$ cat config.mk
export PLATFORM = sky130hd
export DESIGN_NAME = llpl_cell
export DESIGN_NICKNAME = d
export VERILOG_FILES = /design/src/hdl/llpl_pkg.sv /design/src/hdl/llpl_cell.sv
export SDC_FILE = /design/constraint.sdc
export NUM_CORES = 2
export LEC_CHECK = 0
export BUFFER_PORTS_ARGS = -buffer_cell sky130_fd_sc_hd__buf_2
export CORE_MARGIN = 2
export CORE_UTILIZATION = 43
export DETAILED_ROUTE_END_ITERATION = 10
export GPL_ROUTABILITY_DRIVEN = 1
export PLACE_DENSITY = 0.62
export SETUP_SLACK_MARGIN = 0.02
export SLEW_MARGIN = 10
export SYNTH_ARGS = -nofsm -noshare
export SYNTH_HDL_FRONTEND = slang
export SYNTH_SLANG_ARGS = --single-unit
$ cat constraint.sdc
create_clock -name clk -period 22.1 [get_ports clk]
set_clock_uncertainty 0.2 [all_clocks]
set_input_delay 2.21 -clock clk [delete_from_list [all_inputs] [get_ports clk]]
set_output_delay 2.21 -clock clk [all_outputs]
set_load 0.03 [all_outputs]
$ cat src/hdl/llpl_pkg.sv
// Shared types, constants and helpers for the least-loaded placement ledger.
// No dependencies; every other file of the block refers to it by scoped names.
package llpl_pkg;

  localparam int MAX_CAND = 16;
  localparam int GRANTS   = 8;
  localparam int CAND_W   = $clog2(MAX_CAND);
  localparam int GRANT_W  = $clog2(GRANTS);
  localparam int CNT_W    = GRANT_W + 1;

  localparam logic [31:0] INVALID_RANK   = 32'hFFFF_FFFF;
  localparam logic [15:0] STALE_RESET    = 16'd90;
  localparam logic [15:0] LIFETIME_RESET = 16'd15;

  localparam logic [1:0] CFG_STALE    = 2'd0;
  localparam logic [1:0] CFG_LIFETIME = 2'd1;

  typedef enum logic [1:0] {
    OP_REGISTER, OP_PLACE, OP_RANK_DOWN, OP_TICK
  } op_t;

  typedef enum logic [1:0] {
    STS_OK, STS_INVALID, STS_NO_CAND, STS_FULL
  } status_t;

  typedef enum logic [2:0] {
    CMD_NONE, CMD_PLACE, CMD_RETIRE, CMD_WRITE, CMD_DROP, CMD_GRANT
  } cmd_kind_t;

  typedef enum logic [2:0] {
    PH_IDLE, PH_EXPIRE, PH_SUM, PH_DROP, PH_RETIRE, PH_LOAD, PH_ELIG
  } phase_t;

  typedef enum logic [2:0] {
    CS_IDLE, CS_DISPATCH, CS_WAIT, CS_CHAIN, CS_GRANT, CS_WRITE, CS_DONE
  } ctrl_state_t;

  // Command and operands broadcast to every cell.
  typedef struct packed {
    cmd_kind_t   kind;
    logic        clear;
    logic [31:0] rank;
    logic [15:0] port;
    logic [31:0] addr;
    logic [63:0] host;
    logic [63:0] dev;
    logic [63:0] size;
    logic        media;
    logic [63:0] window;
    logic [31:0] now;
    logic [15:0] stale;
    logic [15:0] lifetime;
  } cmd_t;

  // What each cell reports back to the controller.
  typedef struct packed {
    logic        valid;
    logic        match;
    logic        busy;
    logic [31:0] rank;
    logic [15:0] port;
    logic [31:0] addr;
  } cell_stat_t;

  // Running best candidate handed from cell to cell.
  typedef struct packed {
    logic              valid;
    logic              found;
    logic [63:0]       load;
    logic [31:0]       rank;
    logic [CAND_W-1:0] idx;
    logic [CAND_W-1:0] pos;
  } token_t;

  function automatic logic [63:0] sat_add(input logic [63:0] a, input logic [63:0] b);
    logic [64:0] s;
    s = {1'b0, a} + {1'b0, b};
    return s[64] ? 64'hFFFF_FFFF_FFFF_FFFF : s[63:0];
  endfunction

endpackage

$ cat src/hdl/llpl_cell.sv
// One ledger slot: node record, its ordered in-flight grant list and one link
// of the best-candidate chain. Depends on llpl_pkg.
module llpl_cell (
  input  logic                clk,
  input  logic                rst,
  input  llpl_pkg::cmd_t      cmd,
  input  logic                sel,
  input  llpl_pkg::token_t    tok_in,
  output llpl_pkg::token_t    tok_out,
  output llpl_pkg::cell_stat_t stat
);

  logic                         valid;
  logic [31:0]                  rank;
  logic [15:0]                  port;
  logic [31:0]                  addr;
  logic [63:0]                  host_bytes;
  logic [63:0]                  dev_bytes;
  logic [31:0]                  last_seen;
  logic [63:0]                  g_bytes [llpl_pkg::GRANTS];
  logic                         g_dev   [llpl_pkg::GRANTS];
  logic [31:0]                  g_time  [llpl_pkg::GRANTS];
  logic [llpl_pkg::CNT_W-1:0]   count;
  llpl_pkg::phase_t             phase, phase_next;
  logic [llpl_pkg::GRANT_W-1:0] idx;
  logic [llpl_pkg::CNT_W-1:0]   wr;
  logic [63:0]                  sum_h, sum_d, drop_h, drop_d, gone_h, gone_d, load;
  logic                         eligible;
  llpl_pkg::token_t             tok_q;

  logic        match, stale, live, expired, rem_h, rem_d, keep, last, win_fail, place_go;
  logic [63:0] e_bytes, committed, growth_h, growth_d;
  logic        e_dev;
  logic [31:0] e_time;

  // Per-cycle decisions of the grant walk and the placement checks.
  always_comb begin
    match     = valid && (rank == cmd.rank);
    stale     = (cmd.now - last_seen) > {16'd0, cmd.stale};
    place_go  = (cmd.kind == llpl_pkg::CMD_PLACE) && valid && !stale && (rank != cmd.rank);
    live      = {1'b0, idx} < count;
    e_bytes   = g_bytes[idx];
    e_dev     = g_dev[idx];
    e_time    = g_time[idx];
    expired   = (cmd.now - e_time) > {16'd0, cmd.lifetime};
    rem_h     = !e_dev && (gone_h < drop_h);
    rem_d     = e_dev && (gone_d < drop_d);
    last      = idx == llpl_pkg::GRANT_W'(llpl_pkg::GRANTS - 1);
    committed = cmd.media ? dev_bytes : host_bytes;
    growth_h  = (cmd.host > host_bytes) ? cmd.host - host_bytes : 64'd0;
    growth_d  = (cmd.dev > dev_bytes) ? cmd.dev - dev_bytes : 64'd0;
    win_fail  = (cmd.window != 64'd0) && ((load > cmd.window) || (cmd.size > cmd.window - load));
    unique case (phase)
      llpl_pkg::PH_EXPIRE: keep = live && !expired;
      llpl_pkg::PH_RETIRE: keep = live && !rem_h && !rem_d;
      default:             keep = 1'b0;
    endcase
  end

  // Next phase of the cell sequencer.
  always_comb begin
    phase_next = phase;
    unique case (phase)
      llpl_pkg::PH_IDLE: begin
        if (place_go) phase_next = llpl_pkg::PH_EXPIRE;
        else if (cmd.kind == llpl_pkg::CMD_RETIRE && sel) phase_next = llpl_pkg::PH_SUM;
      end
      llpl_pkg::PH_EXPIRE: if (last) phase_next = llpl_pkg::PH_LOAD;
      llpl_pkg::PH_SUM:    if (last) phase_next = llpl_pkg::PH_DROP;
      llpl_pkg::PH_DROP:   phase_next = llpl_pkg::PH_RETIRE;
      llpl_pkg::PH_RETIRE: if (last) phase_next = llpl_pkg::PH_IDLE;
      llpl_pkg::PH_LOAD:   phase_next = llpl_pkg::PH_ELIG;
      llpl_pkg::PH_ELIG:   phase_next = llpl_pkg::PH_IDLE;
      default:             phase_next = llpl_pkg::PH_IDLE;
    endcase
  end

  // Status seen by the controller.
  always_comb begin
    stat.valid = valid;
    stat.match = match;
    stat.busy  = phase != llpl_pkg::PH_IDLE;
    stat.rank  = rank;
    stat.port  = port;
    stat.addr  = addr;
    tok_out    = tok_q;
  end

  // Slot record, grant list and walk datapath.
  always_ff @(posedge clk) begin
    if (rst) begin
      valid    <= 1'b0;
      count    <= '0;
      phase    <= llpl_pkg::PH_IDLE;
      eligible <= 1'b0;
    end else begin
      phase <= phase_next;
      unique case (cmd.kind)
        llpl_pkg::CMD_PLACE: begin
          eligible <= 1'b0;
          if (valid && stale) valid <= 1'b0;
        end
        llpl_pkg::CMD_DROP: if (match) valid <= 1'b0;
        llpl_pkg::CMD_WRITE: if (sel) begin
          valid      <= 1'b1;
          rank       <= cmd.rank;
          port       <= cmd.port;
          addr       <= cmd.addr;
          host_bytes <= cmd.host;
          dev_bytes  <= cmd.dev;
          last_seen  <= cmd.now;
          if (cmd.clear) count <= '0;
        end
        llpl_pkg::CMD_GRANT: if (sel) begin
          if (count < llpl_pkg::CNT_W'(llpl_pkg::GRANTS)) begin
            g_bytes[count[llpl_pkg::GRANT_W-1:0]] <= cmd.size;
            g_dev[count[llpl_pkg::GRANT_W-1:0]]   <= cmd.media;
            g_time[count[llpl_pkg::GRANT_W-1:0]]  <= cmd.now;
            count <= count + 1'b1;
          end else begin
            // Full list: the oldest grant drops out of the front.
            for (int k = 0; k < llpl_pkg::GRANTS - 1; k++) begin
              g_bytes[k] <= g_bytes[k+1];
              g_dev[k]   <= g_dev[k+1];
              g_time[k]  <= g_time[k+1];
            end
            g_bytes[llpl_pkg::GRANTS-1] <= cmd.size;
            g_dev[llpl_pkg::GRANTS-1]   <= cmd.media;
            g_time[llpl_pkg::GRANTS-1]  <= cmd.now;
          end
        end
        default: ;
      endcase

      unique case (phase)
        llpl_pkg::PH_IDLE: begin
          idx   <= '0;
          wr    <= '0;
          sum_h <= '0;
          sum_d <= '0;
        end
        llpl_pkg::PH_EXPIRE: begin
          // Drop expired grants, close the gaps and total the asked media.
          if (keep) begin
            g_bytes[wr[llpl_pkg::GRANT_W-1:0]] <= e_bytes;
            g_dev[wr[llpl_pkg::GRANT_W-1:0]]   <= e_dev;
            g_time[wr[llpl_pkg::GRANT_W-1:0]]  <= e_time;
            wr <= wr + 1'b1;
            if (e_dev == cmd.media) sum_h <= llpl_pkg::sat_add(sum_h, e_bytes);
          end
          if (last) count <= wr + llpl_pkg::CNT_W'(keep);
          idx <= idx + 1'b1;
        end
        llpl_pkg::PH_SUM: begin
          if (live) begin
            if (e_dev) sum_d <= llpl_pkg::sat_add(sum_d, e_bytes);
            else       sum_h <= llpl_pkg::sat_add(sum_h, e_bytes);
          end
          idx <= idx + 1'b1;
        end
        llpl_pkg::PH_DROP: begin
          drop_h <= (growth_h < sum_h) ? growth_h : sum_h;
          drop_d <= (growth_d < sum_d) ? growth_d : sum_d;
          gone_h <= '0;
          gone_d <= '0;
          idx    <= '0;
          wr     <= '0;
        end
        llpl_pkg::PH_RETIRE: begin
          // Retire the oldest grants of each media up to the reported growth.
          if (live && rem_h) gone_h <= llpl_pkg::sat_add(gone_h, e_bytes);
          if (live && rem_d) gone_d <= llpl_pkg::sat_add(gone_d, e_bytes);
          if (keep) begin
            g_bytes[wr[llpl_pkg::GRANT_W-1:0]] <= e_bytes;
            g_dev[wr[llpl_pkg::GRANT_W-1:0]]   <= e_dev;
            g_time[wr[llpl_pkg::GRANT_W-1:0]]  <= e_time;
            wr <= wr + 1'b1;
          end
          if (last) count <= wr + llpl_pkg::CNT_W'(keep);
          idx <= idx + 1'b1;
        end
        llpl_pkg::PH_LOAD: load <= llpl_pkg::sat_add(committed, sum_h);
        llpl_pkg::PH_ELIG: eligible <= !win_fail;
        default: ;
      endcase
    end
  end

  // Chain link: take over the running best when this slot beats it.
  always_ff @(posedge clk) begin
    if (rst) begin
      tok_q.valid <= 1'b0;
    end else begin
      tok_q.valid <= tok_in.valid;
      tok_q.pos   <= tok_in.pos + 1'b1;
      if (tok_in.valid && eligible && (!tok_in.found || load < tok_in.load ||
          (load == tok_in.load && rank < tok_in.rank))) begin
        tok_q.found <= 1'b1;
        tok_q.load  <= load;
        tok_q.rank  <= rank;
        tok_q.idx   <= tok_in.pos;
      end else begin
        tok_q.found <= tok_in.found;
        tok_q.load  <= tok_in.load;
        tok_q.rank  <= tok_in.rank;
        tok_q.idx   <= tok_in.idx;
      end
    end
  end

endmodule

==> summary.md <==
| Metric | Value |
|---|---|
| Area growth syn-to-layout | `11.2%` |
| Place WS | `10.72 ns` |
| Final Critical Period | `10.88 ns` |
| CTS Root Buffer Type | `clkbuf_16` |
| Horiz. Die Dim | `525 um` |
| Worst path depth | `24` |
| Crit-path most repeated cell | `buf_4` |
| CTS tree | `yes` |
| Delay-heaviest family, CP | `simple AND/OR/NAND/NOR gates` |
| DRT antenna net count | `0` |
| Finish-stage setup viols | `0` |
| Initial core utilization | `43.2%` |
| TritonRoute pass-1 iters | `8` |
| Slew Limit Fails | `0` |
| Post-synth EDFFs | `1576` |
| Nets@finish | `13266` |
| Ys flop type | `edfxtp_1` |
| Max stage delay cell, worst path | `nand3_4` |
| Max FFs per register | `512` |
| Post-synthesis register bit count | `1589` |
| Hold Path Depth | `2` |
| Number of cell rows | `191` |
| GRT Resource Usage Total | `30.7%` |
| Via Count | `95412` |
| Max Cap Violations | `0` |
| Largest net degree at the start of global routing | `230` |
| First-pass GRT wire length | `632000 um` |
| Max Clock Freq | `91.9 MHz` |
| Clock sink count | `1589` |
| Vias in the first global route | `93285` |
| Post-CTS sizing | `0` |
| Die H | `525 um` |
| VDD IR max | `0.0602 mV` |
| Share of the synthesized area in the top cell type | `40.5%` |
| Post-Layout Cell Count | `15482` |
| Critical path arrival | `11.22 ns` |
| Crit. End Element | `flop` |
| Post-route setup slack | `11.22 ns` |
| Startpoint type of the worst setup path | `flop` |
| Top reg by flops | `g_bytes` |
| DP Wirelength | `328000 um` |
| Post-CTS setup buffer count | `0` |
| Clk_lat worst skew | `0.91 ns` |
| Antenna violations before repair | `52` |
| Post-Synthesis Cells | `11260` |
| Tcrit/Tclk final | `49.3%` |
| IO Count | `703` |
| Port Buffers | `702` |
| H-Tree Depth | `4` |
| Leakage power | `0.0581 uW` |
| Wirelength, routed | `439000 um` |
| Required time worst endpoint | `22.43 ns` |
| Core Area | `0.271 sq mm` |
| Yosys cell types | `93` |
| Cts hold-fix bufs | `0` |
| Grt total ovfl | `0` |
| YS warnings | `0` |
| Fin. Hold Viols | `0` |
| Clk slew on worst S/H paths | `0.06 ns` |
| Floorplan die area | `0.276 sq mm` |
| DRT iter0 DRCs | `9649` |
| Placer congestion estimate | `0.996` |
| RSZ-0062 raised after global routing | `no` |
| Worst Path Buf+Inv | `3` |
| Critical path class | `reg2reg` |
| Residual DRC | `0` |
| CP peak stage delay | `0.90 ns` |
| Post-Syn Nets | `12812` |
| Number of cells after detailed placement | `15082` |
| Fraction of layout cells with a size suffix above 1 | `12.8%` |
| Async SR Flop Fraction | `0%` |
| Total power | `8500 uW` |
| Reg2reg path depth | `24` |
| Largest area contributor in the synthesized netlist | `edfxtp_1` |
| Vias per cell | `6.16` |
| Setup TNS | `0 ns` |
| CTS Buf Count | `199` |
| Post-synthesis sequential area ratio | `40.8%` |
| Post-Syn Area | `0.117 sq mm` |
| Max clock buf depth | `4` |
| Power Density | `65.4 mW/mm^2` |
| Finished Core Util | `48.0%` |
| Routed len/inst | `28.3 um` |
| Slew Limit Headroom | `3.00%` |
| Synth area leaders | `edfxtp_1 41%, ha_1 11%, mux2i_1 7.5%, a21oi_1 7.0%, mux4_2 3.7%` |
| Tightest Pin Transition | `1.44 ns` |
| Status | `complete, no violations` |
| CP max FO | `44` |
| Syn Area/Cell | `10.4 sq um` |
| CP cell instances | `buf_4, mux4_2, mux2i_1, ha_1, o211ai_1, a21oi_1, o211a_1, o31ai_1, and2_1, o21ai_0, xor2_1, ha_1, nand4_1, or2_2, nor3_1, a31oi_1, a2111oi_2, nand4_1, nor4_1, a31o_2, nand3_4, nand3_4, buf_4, buf_4` |
| Hold WC Path Type | `reg2reg` |
## layer usage
metal	vias up	wire length, um	track usage, %
li1	43140	-	-
met1	47078	184000	41.6
met2	4372	193000	47.3
met3	816	36400	5.18
met4	6	25500	15.6
met5	-	45	0
## layout make-up
type | count | area [sq um]
Multi-Input combinational cell | 8241 | 63800
Sequential cell | 1589 | 47600
Clock inverter | 109 | 957
Tap cell | 3570 | 4470
Inverter | 879 | 3300
Antenna cell | 55 | 138
Clock buffer | 235 | 5160
Fill cell | 25145 | 141000
Timing Repair Buffer | 804 | 4390
## per-stage QoR
stage | instance area, sq um | hold slack, ns
after detailed placement | 124000 | 0.360
final | 130000 | 0.382
after floorplan | 117000 | 0.310
after global routing | 130000 | 0.418
after CTS | 130000 | 0.380
after global placement | 124000 | 0.354
## cell usage in the layout (no fill, tap or decap), types with 56 or more instances in the layout
cell,n
nor2_1,491
and3_1,81
edfxtp_1,1576
o21a_1,95
inv_1,878
buf_2,701
xor2_1,256
nand4_1,201
o21ai_0,476
mux4_2,194
nand2_1,530
mux2_1,63
nand3_1,133
ha_1,1028
and2_0,56
clkbuf_16,200
nor2b_1,128
xnor2_1,296
nor4_1,61
a21oi_1,1631
mux2i_1,879
nand2b_1,91
o21bai_1,92
nor3_1,89
mux2_2,158
buf_4,93
a21o_1,512
a31oi_1,81
## tightest hold or removal path: cells and delay by family, from the launching register on
family / cells / cell delay (ns)
AOI/OAI and AO/OA: 1 / 0.08
DFF: 1 / 0.36
and+or+nand+nor: 1 / 0.09
## final timing paths
check	startpoint	to	slack, ns
worst max-delay path	flop	g_bytes[5][38]$_DFFE_PP_	11.22
worst min-delay path	count[1]$_SDFF_PP0_	count[1]$_SDFF_PP0_	0.38
worst max register to register	flop	g_bytes[5][38]$_DFFE_PP_	11.22
worst min register to register	count[1]$_SDFF_PP0_	count[1]$_SDFF_PP0_	0.38
## cells by family (layout without fill, tap and decap cells)
logic type,count (synthesis),in the layout,share of synthesized area (%)
AOI/OAI and AO/OA,3313,3313,17.0
and+or+nand+nor,2043,2043,8.61
DFF,1589,1589,40.8
buffers and inverters,1430,2027,4.84
muxes,1295,1295,13.4
adders and majority gates,1038,1038,11.2
xor gates and xnor gates,552,552,4.14
other,0,55,0
## power by group
| group | leakage [uW] | total (uW) | switching, uW | internal, uW |
|---|---|---|---|---|
| Clock | 0.00299 | 3210 | 1370 | 1840 |
| Sequential | 0.0146 | 3410 | 39.6 | 3370 |
| Combinational | 0.0405 | 1880 | 1190 | 689 |
## Yosys cell counts (all sizes together), types with 18 or more instances
library cell and count:
and2 104, xnor2 296, o21ai 481, or2 27, a2111oi 22, nand3 138, a21oi 1633, nor2b 128
nand2b 91, nor2 494, a211oi 58, o31ai 45, and3 81, a21o 513, inv 879, nor3 92
or3 26, a21boi 28, a31oi 81, clkbuf 399, nor4 63, a221oi 18, nand4 202, o21bai 92
edfxtp 1576, mux2 221, mux4 194, o211ai 52, o21a 95, xor2 256, buf 152, mux2i 880
ha 1028, nand2 536
(Power assumes the default switching activity.)
